==> src/rtl/hrbp_pkg.sv <==
package hrbp_pkg;

  localparam int OUT_TDATA_W = 40;

  typedef enum logic [1:0] {
    ST_MORE = 2'd0,
    ST_DONE = 2'd1,
    ST_ERR  = 2'd2,
    ST_BIG  = 2'd3
  } status_e;

  typedef enum logic [2:0] {
    EV_NONE = 3'd0,
    EV_LINE = 3'd1,
    EV_HDR  = 3'd2,
    EV_END  = 3'd3,
    EV_BODY = 3'd4
  } event_e;

  typedef enum logic [1:0] {
    HR_OK   = 2'd0,
    HR_FAIL = 2'd1,
    HR_BIG  = 2'd2
  } hres_e;

  // Commands from the controller to the datapath, valid for one accepted beat.
  typedef struct packed {
    logic restart;
    logic push;
    logic rl_end;
    logic hdr_end;
    logic body_push;
    logic body_clr;
  } cmd_t;

  // Status from the datapath, already seen through a pending restart.
  typedef struct packed {
    logic  is_cr;
    logic  is_lf;
    logic  line_empty;
    logic  line_full;
    logic  rl_ok;
    hres_e hdr_res;
    logic  body_full;
    logic  body_last;
    logic  body_go;
    logic [3:0] slot;
  } st_t;

  typedef struct packed {
    logic [2:0]  method;
    logic [10:0] content_length;
    logic [10:0] body_count;
  } res_t;

  localparam logic [7:0] CH_CR    = 8'h0d;
  localparam logic [7:0] CH_LF    = 8'h0a;
  localparam logic [7:0] CH_SP    = 8'h20;
  localparam logic [7:0] CH_TAB   = 8'h09;
  localparam logic [7:0] CH_VT    = 8'h0b;
  localparam logic [7:0] CH_FF    = 8'h0c;
  localparam logic [7:0] CH_COLON = 8'h3a;
  localparam logic [7:0] CH_QMARK = 8'h3f;
  localparam logic [7:0] CH_SLASH = 8'h2f;
  localparam int METHODS = 7;
  localparam int CL_NAME_LEN = 14;
  localparam int VER_PREFIX_LEN = 5;

  function automatic logic [3:0] method_len(input logic [2:0] k);
    logic [3:0] n;
    unique case (k)
      3'd0: n = 4'd3;
      3'd1: n = 4'd4;
      3'd2: n = 4'd3;
      3'd3: n = 4'd6;
      3'd4: n = 4'd4;
      3'd5: n = 4'd7;
      3'd6: n = 4'd5;
      default: n = 4'd0;
    endcase
    return n;
  endfunction

  function automatic logic [7:0] method_char(input logic [2:0] k, input logic [3:0] p);
    logic [55:0] s;
    logic [3:0]  n;
    int          idx;
    unique case (k)
      3'd0: s = 56'("GET");
      3'd1: s = 56'("POST");
      3'd2: s = 56'("PUT");
      3'd3: s = 56'("DELETE");
      3'd4: s = 56'("HEAD");
      3'd5: s = 56'("OPTIONS");
      3'd6: s = 56'("PATCH");
      default: s = '0;
    endcase
    n = method_len(k);
    if (p >= n) return 8'h00;
    idx = int'(n) - 1 - int'(p);
    return s[8*idx +: 8];
  endfunction

  function automatic logic [7:0] ver_char(input logic [2:0] p);
    logic [39:0] s;
    s = "HTTP/";
    if (p > 3'd4) return 8'h00;
    return s[8*(4 - int'(p)) +: 8];
  endfunction

  function automatic logic [7:0] cl_char(input logic [3:0] p);
    logic [111:0] s;
    s = "content-length";
    if (p > 4'd13) return 8'h00;
    return s[8*(13 - int'(p)) +: 8];
  endfunction

  function automatic logic [7:0] to_lower(input logic [7:0] c);
    return (c >= 8'h41 && c <= 8'h5a) ? c + 8'd32 : c;
  endfunction

endpackage

==> src/rtl/hrbp_datapath.sv <==
module hrbp_datapath #(
  parameter int LINE_MAX           = 128,
  parameter int BODY_MAX           = 1024,
  parameter int HEADER_STORE_BYTES = 512,
  parameter int HEADER_SLOTS       = 16,
  parameter int NAME_MAX           = 32,
  parameter int QUERY_MAX          = 64
) (
  input  logic              clk_i,
  input  logic              rst_ni,
  input  logic [7:0]        byte_i,
  input  hrbp_pkg::cmd_t    cmd_i,
  output hrbp_pkg::st_t     st_o,
  output hrbp_pkg::res_t    res_o
);
  import hrbp_pkg::*;

  localparam int LW   = $clog2(LINE_MAX + 1);
  localparam int BW   = $clog2(BODY_MAX + 1);
  localparam int UW   = $clog2(HEADER_STORE_BYTES + 1);
  localparam int SW   = $clog2(HEADER_SLOTS + 1);
  localparam int SUMW = $clog2(HEADER_STORE_BYTES + 2 * LINE_MAX + 4);
  localparam int AW   = $clog2(BODY_MAX + 2) + 4;

  // Per-line trackers; an all-zero value is the start of a line.
  typedef struct packed {
    logic [LW-1:0]      fill;
    logic [1:0]         tok;
    logic               in_tok;
    logic [LW-1:0]      tok_n;
    logic [METHODS-1:0] mmatch;
    logic [3:0]         mlen;
    logic               slash_ok;
    logic               q_seen;
    logic [LW-1:0]      q_len;
    logic               ver_ok;
    logic [3:0]         ver_n;
    logic               colon;
    logic [LW-1:0]      cpos;
    logic               skip;
    logic [LW-1:0]      vlen;
    logic               digits;
    logic               cl_ok;
    logic [AW-1:0]      acc;
  } trk_t;

  trk_t          trk_q, trk_d, e_trk;
  logic [UW-1:0] used_q, used_d, e_used;
  logic [SW-1:0] nst_q, nst_d, e_nst;
  logic [BW-1:0] bf_q, bf_d, e_bf;
  logic [BW-1:0] decl_q, decl_d, e_decl;
  logic          seen_q, seen_d, e_seen;
  logic [2:0]    meth_q, meth_d, e_meth;

  logic            blank, cut, three, ver_pass, is_cl, hfail;
  logic [LW-1:0]   pos, width;
  logic [AW-1:0]   acc_base, acc_new;
  logic [SUMW-1:0] name_end, val_end;
  logic [2:0]      mcode;
  logic [BW:0]     bf_inc;
  hres_e           hres;

  always_comb begin
    if (cmd_i.restart) begin
      e_trk  = '0;
      e_used = '0;
      e_nst  = '0;
      e_bf   = '0;
      e_decl = '0;
      e_seen = 1'b0;
      e_meth = '0;
    end else begin
      e_trk  = trk_q;
      e_used = used_q;
      e_nst  = nst_q;
      e_bf   = bf_q;
      e_decl = decl_q;
      e_seen = seen_q;
      e_meth = meth_q;
    end
  end

  // Line evaluation at LF, from the trackers and the header store counters.
  always_comb begin
    three    = (e_trk.tok == 2'd3) || (e_trk.tok == 2'd2 && e_trk.in_tok);
    ver_pass = three && e_trk.ver_ok && (e_trk.ver_n >= 4'(VER_PREFIX_LEN));
    mcode    = '0;
    for (int k = 0; k < METHODS; k++) begin
      if (e_trk.mmatch[k] && e_trk.mlen == method_len(3'(k))) mcode = 3'(k + 1);
    end
    name_end = SUMW'(e_used) + SUMW'(e_trk.cpos) + SUMW'(1);
    val_end  = name_end + SUMW'(e_trk.vlen) + SUMW'(1);
    hfail    = (e_nst >= SW'(HEADER_SLOTS)) || !e_trk.colon || (e_trk.cpos == '0) ||
               (32'(e_trk.cpos) > NAME_MAX) ||
               (name_end > SUMW'(HEADER_STORE_BYTES)) ||
               (val_end > SUMW'(HEADER_STORE_BYTES));
    is_cl    = e_trk.cl_ok && (e_trk.cpos == LW'(CL_NAME_LEN));
    if (hfail) hres = HR_FAIL;
    else if (is_cl && (e_trk.vlen == '0 || !e_trk.digits)) hres = HR_FAIL;
    else if (is_cl && e_trk.acc > AW'(BODY_MAX)) hres = HR_BIG;
    else hres = HR_OK;
    bf_inc = {1'b0, e_bf} + {{BW{1'b0}}, 1'b1};
  end

  // Byte intake: tokenizer of the request line and header field scan side by side.
  always_comb begin
    trk_d    = e_trk;
    blank    = (byte_i == CH_SP) || (byte_i == CH_TAB) ||
               (byte_i == CH_VT) || (byte_i == CH_FF);
    cut      = 1'b0;
    pos      = '0;
    acc_base = '0;
    acc_new  = '0;
    unique case (e_trk.tok)
      2'd0:    width = LW'(11);
      2'd1:    width = LW'(LINE_MAX);
      default: width = LW'(15);
    endcase
    if (cmd_i.push) begin
      if (e_trk.tok != 2'd3) begin
        if (blank) begin
          if (e_trk.in_tok) begin
            trk_d.tok    = e_trk.tok + 2'd1;
            trk_d.in_tok = 1'b0;
          end
        end else begin
          cut = e_trk.in_tok && (e_trk.tok_n == width);
          if (cut) trk_d.tok = e_trk.tok + 2'd1;
          pos = (!e_trk.in_tok || cut) ? '0 : e_trk.tok_n;
          if (trk_d.tok == 2'd3) begin
            trk_d.in_tok = 1'b0;
          end else begin
            trk_d.in_tok = 1'b1;
            trk_d.tok_n  = pos + LW'(1);
            unique case (trk_d.tok)
              2'd0: begin
                for (int k = 0; k < METHODS; k++) begin
                  trk_d.mmatch[k] = (pos == '0 || e_trk.mmatch[k]) &&
                                    (pos < LW'(method_len(3'(k)))) &&
                                    (byte_i == method_char(3'(k), pos[3:0]));
                end
                trk_d.mlen = pos[3:0] + 4'd1;
              end
              2'd1: begin
                if (pos == '0) trk_d.slash_ok = (byte_i == CH_SLASH);
                if (e_trk.q_seen) trk_d.q_len = e_trk.q_len + LW'(1);
                else if (byte_i == CH_QMARK) trk_d.q_seen = 1'b1;
              end
              default: begin
                trk_d.ver_n = pos[3:0] + 4'd1;
                if (pos < LW'(VER_PREFIX_LEN)) begin
                  trk_d.ver_ok = (pos == '0 || e_trk.ver_ok) &&
                                 (byte_i == ver_char(pos[2:0]));
                end
              end
            endcase
          end
        end
      end
      if (!e_trk.colon) begin
        if (byte_i == CH_COLON) begin
          trk_d.colon = 1'b1;
          trk_d.cpos  = e_trk.fill;
          trk_d.skip  = 1'b1;
        end else begin
          trk_d.cl_ok = (e_trk.fill == '0 || e_trk.cl_ok) &&
                        (e_trk.fill < LW'(CL_NAME_LEN)) &&
                        (to_lower(byte_i) == cl_char(e_trk.fill[3:0]));
        end
      end else if (!(e_trk.skip && (byte_i == CH_SP || byte_i == CH_TAB))) begin
        trk_d.skip   = 1'b0;
        trk_d.digits = (e_trk.vlen == '0 || e_trk.digits) &&
                       (byte_i >= 8'h30) && (byte_i <= 8'h39);
        acc_base     = (e_trk.vlen == '0) ? '0 : e_trk.acc;
        acc_new      = acc_base * AW'(10) + AW'(byte_i[3:0]);
        trk_d.acc    = (acc_new > AW'(BODY_MAX)) ? AW'(BODY_MAX + 1) : acc_new;
        trk_d.vlen   = e_trk.vlen + LW'(1);
      end
      trk_d.fill = e_trk.fill + LW'(1);
    end
    if (cmd_i.rl_end || cmd_i.hdr_end) trk_d = '0;
  end

  always_comb begin
    used_d = e_used;
    nst_d  = e_nst;
    bf_d   = e_bf;
    decl_d = e_decl;
    seen_d = e_seen;
    meth_d = e_meth;
    if (cmd_i.rl_end && ver_pass) meth_d = mcode;
    if (cmd_i.hdr_end && hres == HR_OK) begin
      nst_d  = e_nst + SW'(1);
      used_d = UW'(val_end);
      if (is_cl) begin
        seen_d = 1'b1;
        decl_d = BW'(e_trk.acc);
      end
    end
    if (cmd_i.body_push) bf_d = BW'(bf_inc);
    if (cmd_i.body_clr) bf_d = '0;
  end

  always_ff @(posedge clk_i or negedge rst_ni) begin
    if (!rst_ni) begin
      trk_q  <= '0;
      used_q <= '0;
      nst_q  <= '0;
      bf_q   <= '0;
      decl_q <= '0;
      seen_q <= 1'b0;
      meth_q <= '0;
    end else begin
      trk_q  <= trk_d;
      used_q <= used_d;
      nst_q  <= nst_d;
      bf_q   <= bf_d;
      decl_q <= decl_d;
      seen_q <= seen_d;
      meth_q <= meth_d;
    end
  end

  always_comb begin
    st_o.is_cr      = (byte_i == CH_CR);
    st_o.is_lf      = (byte_i == CH_LF);
    st_o.line_empty = (e_trk.fill == '0);
    st_o.line_full  = (32'(e_trk.fill) >= LINE_MAX);
    st_o.rl_ok      = ver_pass && e_trk.slash_ok &&
                      !(e_trk.q_seen && 32'(e_trk.q_len) > QUERY_MAX);
    st_o.hdr_res    = hres;
    st_o.body_full  = (32'(e_bf) >= BODY_MAX);
    st_o.body_last  = (bf_inc == {1'b0, e_decl});
    st_o.body_go    = e_seen && (e_decl != '0);
    st_o.slot       = 4'(e_nst);
    res_o.method         = meth_d;
    res_o.content_length = 11'(decl_d);
    res_o.body_count     = 11'(bf_d);
  end

endmodule

==> config.mk <==
export PLATFORM = sky130hd
export DESIGN_NAME = hrbp_datapath
export DESIGN_NICKNAME = d
export VERILOG_FILES = /design/src/rtl/hrbp_pkg.sv /design/src/rtl/hrbp_datapath.sv
export SDC_FILE = /design/constraint.sdc
export NUM_CORES = 1
export LEC_CHECK = 0
export BUFFER_PORTS_ARGS = -buffer_cell sky130_fd_sc_hd__buf_4
export CAP_MARGIN = 40
export CORE_ASPECT_RATIO = 1.5
export CORE_MARGIN = 3
export CORE_UTILIZATION = 50
export CTS_CLUSTER_DIAMETER = 100
export DETAILED_ROUTE_END_ITERATION = 12
export GPL_TIMING_DRIVEN = 1
export PLACE_DENSITY = 0.78
export SETUP_SLACK_MARGIN = 0.1
export SYNTH_ARGS = -nofsm -noshare
export SYNTH_HDL_FRONTEND = slang
export SYNTH_SLANG_ARGS = --single-unit
==> constraint.sdc <==
create_clock -name clk_i -period 15.1 [get_ports clk_i]
set_input_delay 1.51 -clock clk_i [delete_from_list [all_inputs] [get_ports clk_i]]
set_output_delay 1.51 -clock clk_i [all_outputs]
set_load 0.05 [all_outputs]
==> results by stage <==
Detailed routing:
- Wires add up to 28.67 mm.
- The first-pass iteration count of the detailed router is 5.
- The number of vias per cell is 6.197.
- The total via count in the routed design is 9860.
- The detailed router finished its first iteration with 605 violations.
- The remaining number of nets flagged by the antenna check after routing is 0.
- After detailed routing, the average wire length per cell comes to 18.02 um.
- The number of DRC violations after detailed routing is 0.

Synthesis:
- In the synthesized netlist the dominant register cell turns out to be sky130_fd_sc_hd__dfrtp_1.
- Yosys attributes the largest share of cell area to sky130_fd_sc_hd__dfrtp_1 29%, sky130_fd_sc_hd__ha_1 8.0%, sky130_fd_sc_hd__xnor2_1 5.5%, sky130_fd_sc_hd__nand2_1 5.2%, sky130_fd_sc_hd__nor2_1 4.8%.
- Averaged over all synthesized cells, the footprint is 8.014 um2.
- The post-synthesis net count is 1388.
- The combined area of all synthesized cells is 10430 um2.
- Of all cell types, the one taking the most synthesized area is sky130_fd_sc_hd__dfrtp_1.
- In this run, synthesis produced a sequential element count of 121.
- Yosys instantiated no cell more often than sky130_fd_sc_hd__nand2_1.
- The number of enable flip-flop cells after synthesis is 0.
- Summing the sequential cell areas from Yosys gives 29.02% of the chip area.
- Of the post-synthesis cell area, the dominant cell type holds 29.02%.
- Synthesis instantiated 80 different standard cells from the library.
- The commonest cells after synthesis are 145 x sky130_fd_sc_hd__nand2_1, 133 x sky130_fd_sc_hd__nor2_1, 121 x sky130_fd_sc_hd__dfrtp_1.
- The number of warnings reported in the yosys synthesis log is 0.
- The number of instances in the synthesized netlist is 1302.
- Of all flip-flops after synthesis, the portion carrying an async set or reset was 100.0%.

CTS:
- The CTS tree is done.
- The number of CTS-inserted buffers is 17.
- The buffer cell driving the clock tree root is sky130_fd_sc_hd__clkbuf_16.
- The number of buffers added to fix hold violations after cts is 0.
- Clock tree synthesis found a total of 121 sinks.
- The clock tree synthesis step divided the H-tree into 4 levels.
- The clock transition time at the flip-flop clock pins of the worst setup and hold paths is 0.06 ns.
- The buffer count from post-CTS setup fixing is 0.
- The number of gates resized after CTS was 0.
- The maximum clock insertion buffer count is 2.
- The clock reaches the later pin of the worst-skew pair after 0.43 ns.

Floorplanning:
- The number of cell rows is 64.
- Once the floorplan was initialized, standard cells occupied 51.10% of the core.
- The floorplan die width is 123.9 um.
- The number of top-level design ports is 55.
- The floorplan step defined a core boundary enclosing 20420 um2.
- The die is 182.9 um tall.
- The die covers 22670 um2.

STA:
- The tightest hold path in the finished design has a slack of 0.4869 ns.
- The maximum clock skew at final layout is 0.008066 ns.
- For the final routed database, the setup TNS stands at 0 ns.
- The worst-margin pin slew is 0.9192 ns.
- The total count of hold-check failures in the final report is 0.
- The post-layout minimum cycle time is 8.394 ns.
- The final-report max-slew violation count is 0.
- The worst pin sits at a relative slew slack of 38.72%.
- In the finished design, the share of the clock period the worst path needs comes to 55.59%.
- Setup repair after global routing left no endpoint under its margin.
- Setup violations remaining at the end of the flow were counted as 0.
- The fmax is 119.1 MHz.

Global route:
- The initial antenna violation count was 0.
- Global routing consumed, on the met1 layer, 30.56% of the routing resources.
- The wire length of the first global-routing pass is 47.35 mm.
- The layer with the highest usage after global routing is met2.
- For met3 alone, demand over resource in global routing was 4.073%.
- Global routing consumed, over all layers together, 25.78% of the routing resources.
- The pin count of the biggest net entering global routing is 72.
- The met2 usage is 44.16%.
- The overflow left after global routing is 0.
- The number of global-route vias before repair was 9522.

Setup path:
- The endpoint identified for the worst register-to-register timing path is trk_q[1].
- The setup path with the least slack is of type primary input to output pin.
- The required time at the endpoint of the critical path is 13.59 ns.
- The worst register-to-register path has a setup slack of 9.76 ns.
- For the worst flop-to-flop path, the logic depth is 16.
- The startpoint of the lowest-slack register-to-register path is trk_q[18].
- The nature of the critical path endpoint is an output pin.
- For the worst setup path, the data arrival time is 6.88 ns.
- Along the worst path, the maximum fanout reaches 68.
- The source of the critical timing path is cmd_i[5].
- The startpoint class of the critical path is a primary input.
- The critical path ends at res_o[12].

Layout:
- The signed area change from the synthesized netlist to the final layout is 10.70%.
- The share of layout cells above drive strength 1 is 9.872%.
- The final net count is 1400.
- The number of antenna diodes in the final layout is 0.

Place:
- The number of port buffers is 54.
- The placer's final routability congestion estimate is 0.9430.
- The detailed placer's ending HPWL is 20.62 mm.

Run status:
- The flow ran to the end, and the final reports show no timing, DRC or antenna violations.

Min path:
- The worst hold path begins at seen_q.
- Along the worst hold path, the cell count comes to 2.
- The class of the worst hold path is register to register.

Power:
- The cell leakage power is 5.131 nW.
- The maximum VDD drop is 86.87 uV.
- The power per cell area is 66.77 nW/um2.

Job:
- The tool flagged a number of max-cap violations equal to 0.
cells in the final DEF (no fill, tap or decap), drive strengths merged, types with 40 or more instances in the layout:
cell   synthesis  final
dfrtp        121    121
ha            67     67
nor2         133    133
nor2b         48     48
o21ai         75     75
inv           38     40
buf           18     65
nand2        145    145
nor3          46     46
xnor2         65     65
nand3         40     40
a21oi         87     87
through the flow:
step | instances | instance area (um2) | worst slack, ns | total power [mW] | utilization, %
floorplan | 1302 | 10430 | 6.312 | 0.3666 | -
global placement | 1557 | 10950 | 7.010 | 0.3877 | 53.63
detailed placement | 1559 | 10990 | 6.825 | 0.3894 | 53.81
CTS | 1591 | 11550 | 6.811 | 0.7744 | 56.56
global route | 1591 | 11550 | 6.278 | 0.7955 | 56.56
finish | 1591 | 11550 | 6.706 | 0.7712 | 56.56
how the worst min path moves through the flow:
stage                     slack (ns)      to
after global placement          0.46  seen_q
final                           0.49  seen_q
after detailed placement        0.46  seen_q
after CTS                       0.48  seen_q
after floorplan                 0.44  seen_q
after global routing            0.53  seen_q
layer usage:
layer  vias to the layer above  wire length (um)
met1                      4721             11200
met3                        99              1478
met2                       355             14540
met5                         -                 0
met4                         0              1455
li1                       4685                 -
cells by family (layout without fill, tap and decap cells):
logic type                 Yosys count  count (layout)  synth area share (%)
AOI/OAI and AO/OA                  301             301                 19.01
xor gates and xnor gates            96              96                 8.059
adders and majority gates           70              70                 8.610
buffers and inverters              111             136                 4.137
DFF                                121             121                 29.02
muxes                               42              42                 4.149
and+or+nand+nor                    561             561                 27.02
area by class of cell:
type | instances | area (um2)
fillers | 1854 | 8870
multi-input cells | 1070 | 6974
flip-flops and latches | 121 | 3028
repair buffers | 65 | 508.0
clock buffers | 18 | 439.2
well taps | 264 | 330.3
inverters | 39 | 146.4
clock inverters | 14 | 123.9
critical path: stages:
cell and delay (ns):
sky130_fd_sc_hd__buf_4 0.12, sky130_fd_sc_hd__inv_2 0.04, sky130_fd_sc_hd__buf_4 0.57, sky130_fd_sc_hd__nand2_1 0.17, sky130_fd_sc_hd__ha_1 0.26, sky130_fd_sc_hd__fa_1 0.41, sky130_fd_sc_hd__nor2b_1 0.21, sky130_fd_sc_hd__o21ai_0 0.12
sky130_fd_sc_hd__a21oi_1 0.23, sky130_fd_sc_hd__ha_1 0.31, sky130_fd_sc_hd__o21a_1 0.12, sky130_fd_sc_hd__o31a_1 0.11, sky130_fd_sc_hd__o21a_1 0.20, sky130_fd_sc_hd__o211a_1 0.25, sky130_fd_sc_hd__a211o_1 0.24, sky130_fd_sc_hd__a2111oi_0 0.54
sky130_fd_sc_hd__or2_2 0.22, sky130_fd_sc_hd__nand3_1 0.49, sky130_fd_sc_hd__o21ai_0 0.47, sky130_fd_sc_hd__buf_4 0.26
state kept, by name (all words and copies together), names as in the netlist:
name	cells
meth_q	3
bf_q	11
nst_q	5
used_q	10
trk_q	80
seen_q	1
decl_q	11
power breakdown:
| group | leakage [nW] | switching, mW | internal [mW] |
|---|---|---|---|
| logic | 3.17 | 0.0411 | 0.0164 |
| clock network | 0.268 | 0.157 | 0.230 |
| registers | 1.69 | 0.00132 | 0.325 |
| total | 5.13 | 0.199 | 0.572 |
Power figures use the tool's default switching activity.
