**config.mk**
```make
export PLATFORM = sky130hd
export DESIGN_NAME = hrbp_ctrl
export DESIGN_NICKNAME = d
export VERILOG_FILES = /design/src/rtl/hrbp_pkg.sv /design/src/rtl/hrbp_ctrl.sv
export SDC_FILE = /design/constraint.sdc
export NUM_CORES = 1
export LEC_CHECK = 0
export BUFFER_PORTS_ARGS = -buffer_cell sky130_fd_sc_hd__buf_4
export CORE_MARGIN = 4
export CORE_UTILIZATION = 50
export CTS_BUF_LIST = sky130_fd_sc_hd__clkbuf_4 sky130_fd_sc_hd__clkbuf_8
export CTS_CLUSTER_SIZE = 8
export DETAILED_ROUTE_END_ITERATION = 8
export GPL_ROUTABILITY_DRIVEN = 0
export PLACE_DENSITY = 0.95
export SLEW_MARGIN = 25
export SYNTH_ARGS = -nofsm -noshare
export SYNTH_HDL_FRONTEND = slang
export SYNTH_SLANG_ARGS = --single-unit
```
**constraint.sdc**
```tcl
create_clock -name clk_i -period 4.96 [get_ports clk_i]
set_clock_uncertainty 0.15 [all_clocks]
set_input_delay 0.248 -clock clk_i [delete_from_list [all_inputs] [get_ports clk_i]]
set_output_delay 0.248 -clock clk_i [all_outputs]
set_load 0.03 [all_outputs]
```
**src/rtl/hrbp_pkg.sv**
```systemverilog
package hrbp_pkg;

  localparam int OUT_TDATA_W = 40;

  typedef enum logic [1:0] {
    ST_MORE = 2'd0,
    ST_DONE = 2'd1,
    ST_ERR  = 2'd2,
    ST_BIG  = 2'd3
  } status_e;

  typedef enum logic [2:0] {
    EV_NONE = 3'd0,
    EV_LINE = 3'd1,
    EV_HDR  = 3'd2,
    EV_END  = 3'd3,
    EV_BODY = 3'd4
  } event_e;

  typedef enum logic [1:0] {
    HR_OK   = 2'd0,
    HR_FAIL = 2'd1,
    HR_BIG  = 2'd2
  } hres_e;

  // Commands from the controller to the datapath, valid for one accepted beat.
  typedef struct packed {
    logic restart;
    logic push;
    logic rl_end;
    logic hdr_end;
    logic body_push;
    logic body_clr;
  } cmd_t;

  // Status from the datapath, already seen through a pending restart.
  typedef struct packed {
    logic  is_cr;
    logic  is_lf;
    logic  line_empty;
    logic  line_full;
    logic  rl_ok;
    hres_e hdr_res;
    logic  body_full;
    logic  body_last;
    logic  body_go;
    logic [3:0] slot;
  } st_t;

  typedef struct packed {
    logic [2:0]  method;
    logic [10:0] content_length;
    logic [10:0] body_count;
  } res_t;

  localparam logic [7:0] CH_CR    = 8'h0d;
  localparam logic [7:0] CH_LF    = 8'h0a;
  localparam logic [7:0] CH_SP    = 8'h20;
  localparam logic [7:0] CH_TAB   = 8'h09;
  localparam logic [7:0] CH_VT    = 8'h0b;
  localparam logic [7:0] CH_FF    = 8'h0c;
  localparam logic [7:0] CH_COLON = 8'h3a;
  localparam logic [7:0] CH_QMARK = 8'h3f;
  localparam logic [7:0] CH_SLASH = 8'h2f;
  localparam int METHODS = 7;
  localparam int CL_NAME_LEN = 14;
  localparam int VER_PREFIX_LEN = 5;

  function automatic logic [3:0] method_len(input logic [2:0] k);
    logic [3:0] n;
    unique case (k)
      3'd0: n = 4'd3;
      3'd1: n = 4'd4;
      3'd2: n = 4'd3;
      3'd3: n = 4'd6;
      3'd4: n = 4'd4;
      3'd5: n = 4'd7;
      3'd6: n = 4'd5;
      default: n = 4'd0;
    endcase
    return n;
  endfunction

  function automatic logic [7:0] method_char(input logic [2:0] k, input logic [3:0] p);
    logic [55:0] s;
    logic [3:0]  n;
    int          idx;
    unique case (k)
      3'd0: s = 56'("GET");
      3'd1: s = 56'("POST");
      3'd2: s = 56'("PUT");
      3'd3: s = 56'("DELETE");
      3'd4: s = 56'("HEAD");
      3'd5: s = 56'("OPTIONS");
      3'd6: s = 56'("PATCH");
      default: s = '0;
    endcase
    n = method_len(k);
    if (p >= n) return 8'h00;
    idx = int'(n) - 1 - int'(p);
    return s[8*idx +: 8];
  endfunction

  function automatic logic [7:0] ver_char(input logic [2:0] p);
    logic [39:0] s;
    s = "HTTP/";
    if (p > 3'd4) return 8'h00;
    return s[8*(4 - int'(p)) +: 8];
  endfunction

  function automatic logic [7:0] cl_char(input logic [3:0] p);
    logic [111:0] s;
    s = "content-length";
    if (p > 4'd13) return 8'h00;
    return s[8*(13 - int'(p)) +: 8];
  endfunction

  function automatic logic [7:0] to_lower(input logic [7:0] c);
    return (c >= 8'h41 && c <= 8'h5a) ? c + 8'd32 : c;
  endfunction

endpackage

```
**src/rtl/hrbp_ctrl.sv**
```systemverilog
module hrbp_ctrl (
  input  logic            clk_i,
  input  logic            rst_ni,
  input  logic            in_valid_i,
  input  logic            in_start_i,
  output logic            in_ready_o,
  output logic            out_valid_o,
  input  logic            out_ready_i,
  output hrbp_pkg::cmd_t  cmd_o,
  input  hrbp_pkg::st_t   st_i,
  input  hrbp_pkg::res_t  res_i,
  output logic [1:0]      status_o,
  output logic [2:0]      event_o,
  output logic [3:0]      slot_o,
  output hrbp_pkg::res_t  res_o
);
  import hrbp_pkg::*;

  typedef enum logic [2:0] {
    PH_LINE, PH_HEAD, PH_BODY, PH_DONE, PH_ERR
  } phase_e;

  phase_e     ph_q, ph_d, e_ph;
  logic       accept;
  logic       ov_q;
  status_e    stat_d;
  event_e     ev_d;
  logic [3:0] slot_d;
  logic [1:0] status_q;
  logic [2:0] event_q;
  logic [3:0] slot_q;
  res_t       res_q;

  assign in_ready_o  = !ov_q || out_ready_i;
  assign accept      = in_valid_i && in_ready_o;
  assign out_valid_o = ov_q;
  assign status_o    = status_q;
  assign event_o     = event_q;
  assign slot_o      = slot_q;
  assign res_o       = res_q;

  always_comb begin
    cmd_o  = '0;
    ph_d   = ph_q;
    stat_d = ST_MORE;
    ev_d   = EV_NONE;
    slot_d = '0;
    e_ph   = in_start_i ? PH_LINE : ph_q;
    if (accept) begin
      cmd_o.restart = in_start_i;
      ph_d          = e_ph;
      unique case (e_ph)
        PH_LINE, PH_HEAD: begin
          if (st_i.is_cr) begin
            stat_d = ST_MORE;
          end else if (st_i.is_lf) begin
            if (e_ph == PH_LINE) begin
              cmd_o.rl_end = 1'b1;
              if (st_i.rl_ok) begin
                ph_d = PH_HEAD;
                ev_d = EV_LINE;
              end else begin
                ph_d   = PH_ERR;
                stat_d = ST_ERR;
              end
            end else if (st_i.line_empty) begin
              ev_d = EV_END;
              if (st_i.body_go) begin
                ph_d = PH_BODY;
              end else begin
                cmd_o.body_clr = 1'b1;
                ph_d           = PH_DONE;
                stat_d         = ST_DONE;
              end
            end else begin
              cmd_o.hdr_end = 1'b1;
              unique case (st_i.hdr_res)
                HR_OK: begin
                  ev_d   = EV_HDR;
                  slot_d = st_i.slot;
                end
                HR_BIG: begin
                  ph_d   = PH_ERR;
                  stat_d = ST_BIG;
                end
                default: begin
                  ph_d   = PH_ERR;
                  stat_d = ST_ERR;
                end
              endcase
            end
          end else if (st_i.line_full) begin
            ph_d   = PH_ERR;
            stat_d = ST_ERR;
          end else begin
            cmd_o.push = 1'b1;
          end
        end
        PH_BODY: begin
          if (st_i.body_full) begin
            ph_d   = PH_ERR;
            stat_d = ST_BIG;
          end else begin
            cmd_o.body_push = 1'b1;
            ev_d            = EV_BODY;
            if (st_i.body_last) begin
              ph_d   = PH_DONE;
              stat_d = ST_DONE;
            end
          end
        end
        PH_DONE: stat_d = ST_DONE;
        default: stat_d = ST_ERR;
      endcase
    end
  end

  always_ff @(posedge clk_i or negedge rst_ni) begin
    if (!rst_ni) begin
      ph_q     <= PH_LINE;
      ov_q     <= 1'b0;
      status_q <= '0;
      event_q  <= '0;
      slot_q   <= '0;
      res_q    <= '0;
    end else begin
      ph_q <= ph_d;
      if (in_ready_o) begin
        ov_q <= accept;
        if (accept) begin
          status_q <= stat_d;
          event_q  <= ev_d;
          slot_q   <= slot_d;
          res_q    <= res_i;
        end
      end
    end
  end

endmodule

```
==> results.md, run 1 <==
- Status: completed
- Count of routing violations after the opening detailed-route iteration: between 100 and 150
- RSZ-0062 raised after global routing: no
- Max layer used: met4
- Number of nets in the synthesized netlist: ~230
- CP Launch Type: flip-flop
- Layout Nets: about 350
- Areal power density over the cells: approximately 310 nW/um2
- CTS H-tree lvls: 2
- Total CTS buffers: 5
- Post CTS Setup Buffer Count: 0
- Detailed-route wire length: 5.75 mm
- Detailed placer's ending HPWL: between 3 and 4 mm
- Post-CTS clock slew at the launch and capture registers of the worst setup and hold paths: 0.11 ns
- Kind of end point of the critical path: output pin
- Count of standard-cell rows: 20
- Detailed-route wire length per cell: approximately 17 um
- VDD IR max: between 0.2 and 0.3 mV
- Post-layout instance area: around 2700 um2
- Pin slew with the least headroom to its limit: between 0.6 and 0.7 ns
- Total negative slack for setup checks: 0 ns
- Largest net degree at the start of global routing: 39
- Endpoint of the worst-slack reg-to-reg timing path: ph_q[0]$_DFFE_PN0P_
- Max FO, Critical Path: 32
- All-layer global routing usage: around 28%
- Synthesis-to-layout area growth: 62.4%
- # resized after CTS: 0
- Routed metal-1 wirelength: 2.05 mm
- Number of buffer cells added on primary ports: between 80 and 90
- Instance count of the mapped netlist: around 190
- Setup WS pre-CTS: about 2.5 ns
- Max Clk Rate: around 400 MHz
- Req. time, crit path: 4.56 ns
- Cell chosen for the clock root: clkbuf_4
- CTS tree: done
- Routed wl met3: approximately 470 um
- Residual antenna-violating net count after detailed routing: 0
- Die span in x: between 60 and 70 um
- Remaining DRCs: 0
- Data arrival time of the critical path: approximately 2.1 ns
- Slack of the worst reg-to-reg path: about 3.0 ns
- Met2 WL post-DR: between 3 and 4 mm
- Total standard cell area after synthesis: 1680 um2
- Sequential-to-total area share from yosys stat: ~56%
- Startpoint of the lowest-slack register-to-register path: out_valid_o$_DFFE_PN0N_
- Cell at the slowest stage of the critical path: and2_2
- Initial Util: a little over half
- Die area: 4360 um2
- Final standard cell utilization of the core: between 80% and 90%
- Number of placed I/O pins: 86
- Leakage power of the design: approximately 1.4 nW
- First-pass GRT wire length: between 8 and 9 mm
- Worst path setup slack after routing: 2.44 ns
- Count of different cell masters after synthesis: 33
- Critical Path End: cmd_o[4]
- Pins Over Slew Limit: 0
- Part of the cycle the worst path needs: between 50% and 60%
- Number of setup violations in the final report: 0
- Critical path cell sequence: nand2b_1, and2_2, nand2_1, nor4_1, buf_4
- Time the worst path needs with I/O delays and setup: between 2 and 3 ns
- Avg Synthesized Cell Area: 8.96 um2
- Worst-skew pair later-pin latency: approximately 0.33 ns
- Synthesis warning total: 0
- Count of inserted antenna diode cells: 0
- TritonRoute pass-1 iters: 4
- Worst rel slew slack: approximately 56%
- Avg Vias per Cell: 5.23
- Maxcap violations: 0
- Clk buf depth: 2
- Critical path class: flip-flop to output pin
- Total number of vias: approximately 1800
- Sink count of the clock tree: 38
- Antenna violations before repair: 0
- Cell area reported after detailed placement: approximately 2300 um2
- Maximum single-stage delay on the critical path: around 0.58 ns
- Fraction of final layout cells with drive strength greater than 1: between 30% and 40%
- Global route total overflow: 0
- Register bit count reported by yosys: 38
- Vias in the first global route: 1896
- Final count of hold timing violations: 0
- Floorplan core area: ~3100 um2
- Class of the worst hold path: input port to flip-flop
- Fill cell total of the finished layout: 165
- Vertical die dimension: 66.0 um
- R2R depth: 4
- Crit. Startpoint: out_valid_o$_DFFE_PN0N_
## stage by stage
stage	total power [mW]	instances	hold WS [ns]
2_1_floorplan	0.509	188	-0.198
3_3_place_gp	0.607	308	0.0851
3_5_place_dp	0.615	308	0.0901
4_1_cts	0.843	346	0.0362
5_1_grt	0.888	346	0.0667
6_report	0.853	346	0.0388
## cell families (layout without fill, tap and decap cells)
| group | Yosys count | count (layout) | synth area share [%] |
|---|---|---|---|
| simple gates | 111 | 111 | 28.9 |
| flops | 38 | 38 | 56.5 |
| compound gates | 26 | 26 | 11.1 |
| buf+inv | 12 | 126 | 2.90 |
| mux | 1 | 1 | 0.594 |
## synthesized netlist by cell type
library cell	count	area, um2
a21o_1	1	7.51
a21oi_1	1	5.00
a22o_1	5	43.8
a22oi_1	1	7.51
a31oi_1	4	25.0
a32o_1	1	10.0
and2_1	2	12.5
and3_1	1	6.26
buf_2	2	10.0
clkbuf_1	6	22.5
clkbuf_2	1	5.00
dfrtp_1	38	951
inv_1	3	11.3
mux2i_1	1	10.0
nand2_1	83	312
nand2b_1	6	37.5
nand3_1	1	5.00
nand4_1	1	6.26
nor2_1	5	18.8
nor2_2	1	6.26
nor2b_1	3	18.8
nor3_1	3	15.0
nor4_1	1	6.26
nor4b_1	1	8.76
nor4b_2	1	15.0
o21ai_0	7	35.0
o21ba_2	1	10.0
o21bai_1	2	15.0
o22a_1	1	8.76
o31a_1	1	8.76
o32a_2	1	11.3
or4_1	1	7.51
or4_4	1	11.3
## final cells by class
class	count	area (um2)	area share, %
Inverter	3	11.3	0.412
Tap cell	44	55.1	2.01
Clock inverter	1	30.0	1.10
Multi-Input combinational cell	138	688	25.2
Timing Repair Buffer	116	948	34.7
Sequential cell	38	951	34.8
Clock buffer	6	51.3	1.88
## critical path: cells and delay by family (launching register included)
family	cells	cell delay [ns]
buffers and inverters	1	0.23
flip-flops	1	0.41
AND/OR/NAND/NOR	4	1.15
## worst min-delay path by stage
stage	start	end	slack (ns)	depth (start not counted)
2_1_floorplan	rst_ni	event_o[0]$_DFFE_PN0P_	-0.20	0
3_3_place_gp	rst_ni	event_o[1]$_DFFE_PN0P_	0.09	1
3_5_place_dp	rst_ni	event_o[1]$_DFFE_PN0P_	0.09	1
4_1_cts	st_i[11]	ph_q[1]$_DFFE_PN0P_	0.04	3
5_1_grt	st_i[11]	ph_q[1]$_DFFE_PN0P_	0.07	3
6_report	st_i[11]	ph_q[1]$_DFFE_PN0P_	0.04	3
## power breakdown
part / total [mW] / internal (mW) / switching [mW]
Clock: 0.213 / 0.117 / 0.0954
Sequential: 0.376 / 0.346 / 0.0307
Combinational: 0.264 / 0.109 / 0.154
## routing by layer
metal | vias up | global-route usage, %
met2 | 103 | 52.2
met5 | - | 0
li1 | 849 | -
met3 | 15 | 5.78
met1 | 844 | 29.6
met4 | 0 | 12.9
## sequential cells by signal, indices dropped and copies added, names as in the netlist
register and flops:
status_o 2, slot_o 4, res_o 25, out_valid_o 1, event_o 3, ph_q 3
## what timing repair did
| item | 4_1_cts | 5_1_grt |
|---|---|---|
| setup endpoints to repair | 0 | 0 |
| endpoints found under the hold margin | 68 | 0 |
| hold buffers | 31 | 0 |
## placed cells by master, fill, tap and decap left out, types with 2 or more instances in the layout
master | synthesis | final
dfrtp_1 | 38 | 38
nand2b_1 | 6 | 6
a22o_1 | 5 | 5
o21bai_1 | 2 | 2
nor2_1 | 5 | 5
nor3_1 | 3 | 3
a31oi_1 | 4 | 4
inv_1 | 3 | 3
o21ai_0 | 7 | 7
nor2b_1 | 3 | 3
nand2_1 | 83 | 82
clkbuf_4 | 0 | 5
dlygate4sd3_1 | 0 | 31
buf_4 | 0 | 85
Power figures use the tool's default switching activity.
==> inputs of run 2 (changes only) <==
--- a/config.mk
+++ b/config.mk
@@ -7,12 +7,12 @@
 export LEC_CHECK = 0
 export BUFFER_PORTS_ARGS = -buffer_cell sky130_fd_sc_hd__buf_4
 export CORE_MARGIN = 4
-export CORE_UTILIZATION = 50
+export CORE_UTILIZATION = 42
 export CTS_BUF_LIST = sky130_fd_sc_hd__clkbuf_4 sky130_fd_sc_hd__clkbuf_8
 export CTS_CLUSTER_SIZE = 8
 export DETAILED_ROUTE_END_ITERATION = 8
 export GPL_ROUTABILITY_DRIVEN = 0
-export PLACE_DENSITY = 0.95
+export PLACE_DENSITY = 0.9
 export SLEW_MARGIN = 25
 export SYNTH_ARGS = -nofsm -noshare
 export SYNTH_HDL_FRONTEND = slang
==> constraint.sdc (replaced) <==
create_clock -name clk_i -period 2.1 [get_ports clk_i]
set_clock_uncertainty 0.15 [all_clocks]
set_input_delay 0.105 -clock clk_i [delete_from_list [all_inputs] [get_ports clk_i]]
set_output_delay 0.105 -clock clk_i [all_outputs]
set_load 0.03 [all_outputs]
==> results.md, run 2 (synthesized netlist as in run 1, its figures left out) <==
- Startpoint of the lowest-slack register-to-register path: ph_q[0]$_DFFE_PN0P_ (was out_valid_o$_DFFE_PN0N_)
- Status: completed (unchanged)
- Most common library cell in the layout ignoring fill and taps: buf_4 (unchanged)
- All-layer global routing usage: 19.5% (was 27.9%)
- Cell chosen for the clock root: clkbuf_8 (was clkbuf_4)
- Data arrival time of the critical path: 1.64 ns (was 2.12 ns)
- Critical Path End: cmd_o[1] (was cmd_o[4])
- Floorplan core area: 3770 um2 (was 3130 um2)
- Setup WS pre-CTS: 0.352 ns (was 2.48 ns)
- Req. time, crit path: 1.85 ns (was 4.56 ns)
- Remaining DRCs: 0 (unchanged)
- Pin slew with the least headroom to its limit: 0.457 ns (was 0.656 ns)
- TritonRoute pass-1 iters: 4 (unchanged)
- Buffer and inverter count on the worst path: 2 (was 1)
- Die area: 5090 um2 (was 4360 um2)
- Number of setup violations in the final report: 0 (unchanged)
- Clk buf depth: 2 (unchanged)
- CP Launch Type: flip-flop (unchanged)
- Vias in the first global route: 1757 (was 1896)
- Critical path cell sequence: nand2b_1, and2_1, buf_4, and3_1, buf_4 (was nand2b_1, and2_2, nand2_1, nor4_1, buf_4)
- CTS tree: done (unchanged)
- Layout Nets: 353 (was 346)
- Count of inserted antenna diode cells: 0 (unchanged)
- Fraction of final layout cells with drive strength greater than 1: 34.2% (was 32.8%)
- Synthesis-to-layout area growth: 67.7% (was 62.4%)
- First-pass GRT wire length: 7.96 mm (was 8.97 mm)
- Fill cell total of the finished layout: 263 (was 165)
- Residual antenna-violating net count after detailed routing: 0 (unchanged)
- Cell area reported after detailed placement: 2390 um2 (was 2340 um2)
- Count of routing violations after the opening detailed-route iteration: 91 (was 129)
- Die span in x: 71.3 um (was 66.0 um)
- Crit. Startpoint: out_valid_o$_DFFE_PN0N_ (unchanged)
- Detailed placer's ending HPWL: 3.28 mm (was 3.34 mm)
- Detailed-route wire length: 4.87 mm (was 5.75 mm)
- Flip-flop count of the largest register after layout: 25 (unchanged)
- Max Clk Rate: around 530 MHz
- Areal power density over the cells: 708 nW/um2 (was 312 nW/um2)
- Max FO, Critical Path: 15 (was 32)
- Sink count of the clock tree: 38 (unchanged)
- Critical path class: flip-flop to output pin (unchanged)
- Depth of the critical timing path with buffers and inverters included: 5 (unchanged)
- Class of the worst hold path: input port to flip-flop (unchanged)
- Total number of vias: 1749 (was 1811)
- Slack of the worst reg-to-reg path: 0.33 ns (was 2.99 ns)
- Gate family responsible for the most delay along the worst path: simple AND/OR/NAND/NOR gates (unchanged)
- Antenna violations before repair: 0 (unchanged)
- VDD IR max: 0.439 mV (was 0.255 mV)
- Worst rel slew slack: 69.5% (was 56.1%)
- Time the worst path needs with I/O delays and setup: 1.90 ns
- Final count of hold timing violations: 0 (unchanged)
- Number of buffer cells added on primary ports: 85 (unchanged)
- Part of the cycle the worst path needs: between 90% and 100%
- Initial Util: 44.7% (was 53.8%)
- Total CTS buffers: 5 (unchanged)
- # resized after CTS: 0 (unchanged)
- CTS H-tree lvls: 2 (unchanged)
- Kind of end point of the critical path: output pin (unchanged)
- Endpoint of the worst-slack reg-to-reg timing path: ph_q[0]$_DFFE_PN0P_ (unchanged)
- Pins Over Slew Limit: 0 (unchanged)
- Number of placed I/O pins: 86 (unchanged)
- Total negative slack for setup checks: 0 ns (unchanged)
- Commonest cells after routing, fill and taps aside: buf_4 (90), nand2_1 (83), dfrtp_1 (38) (was buf_4 (85), nand2_1 (82), dfrtp_1 (38))
- Placed Cells incl. Taps: 316 (was 308)
- Count of standard-cell rows: 22 (was 20)
- Post-layout instance area: 2820 um2 (was 2740 um2)
- Post-route non-filler standard cell count: 358 (was 346)
- Avg Vias per Cell: 4.89 (was 5.23)
- Cell seen most often among critical-path stages: buf_4
- RSZ-0062 raised after global routing: no (unchanged)
- Cell at the slowest stage of the critical path: dfrtp_1 (was and2_2)
- Global route total overflow: 0 (unchanged)
- R2R depth: 4 (unchanged)
- Instance count along the most critical hold path: 3 (unchanged)
- Detailed-route wire length per cell: 13.6 um (was 16.6 um)
- Worst path setup slack after routing: 0.200 ns (was 2.44 ns)
- Vertical die dimension: 71.3 um (was 66.0 um)
- Worst-skew pair later-pin latency: 0.27 ns (was 0.33 ns)
- Maxcap violations: 0 (unchanged)
- Largest net degree at the start of global routing: 39 (unchanged)
- Leakage power of the design: 1.48 nW (was 1.44 nW)
- Post-CTS clock slew at the launch and capture registers of the worst setup and hold paths: 0.07 ns (was 0.11 ns)
- Maximum single-stage delay on the critical path: 0.38 ns (was 0.58 ns)
[run 2: stage by stage]
stage	power [mW]	util (%)	hold slack [ns]
after floorplan	1.20	-	-0.341
after global placement	1.44	63.4	-0.0586
after detailed placement	1.46	63.4	-0.0553
after CTS	2.02	74.7	0.0486
after global routing	2.11	74.9	0.0529
final	2.00	74.9	0.0677
[run 2: report_power, final]
| group | switching, mW | internal (mW) |
|---|---|---|
| Clock | 0.223 | 0.277 |
| Sequential | 0.0650 | 0.817 |
| Combinational | 0.349 | 0.269 |
[run 2: worst register-to-register path, stage by stage, from the launching register on]
cell and delay, ns:
dfrtp_1 0.46, or4_1 0.54, nand3_1 0.11, a31oi_1 0.04
o32a_2 0.36
[run 2: layout make-up]
| class | count | area (um2) | share of cell area, % |
|---|---|---|---|
| clock buffer | 7 | 90.1 | 3.19 |
| tap | 48 | 60.1 | 2.13 |
| sequential | 38 | 951 | 33.7 |
| timing repair buffer | 123 | 1010 | 35.6 |
| clock inverter | 1 | 5.00 | 0.177 |
| inverter | 3 | 11.3 | 0.399 |
| multi-input combinational | 138 | 701 | 24.8 |
[run 2: worst min path at each step]
stage / from / to / slack (ns)
2_1_floorplan: rst_ni / event_o[0]$_DFFE_PN0P_ / -0.34
3_3_place_gp: rst_ni / res_o[12]$_DFFE_PN0P_ / -0.06
3_5_place_dp: rst_ni / res_o[12]$_DFFE_PN0P_ / -0.06
4_1_cts: out_ready_i / out_valid_o$_DFFE_PN0N_ / 0.05
5_1_grt: out_ready_i / out_valid_o$_DFFE_PN0N_ / 0.05
6_report: in_start_i / ph_q[2]$_DFFE_PN0P_ / 0.07
[run 2: per-layer routing]
metal | vias up | share of wire, % | GRT usage [%]
met4 | 0 | 0.57 | 4.80
met3 | 5 | 7.7 | 5.33
met2 | 67 | 51 | 35.4
met5 | - | 0 | 0
met1 | 820 | 41 | 22.8
li1 | 857 | - | -
[run 2: timing repair]
action / 4_1_cts / 5_1_grt
hold buffers: 33 / 0
endpoints found under the setup margin: 0 / 3
endpoints found under the hold margin: 70 / 0
setup buffers: 0 / 1
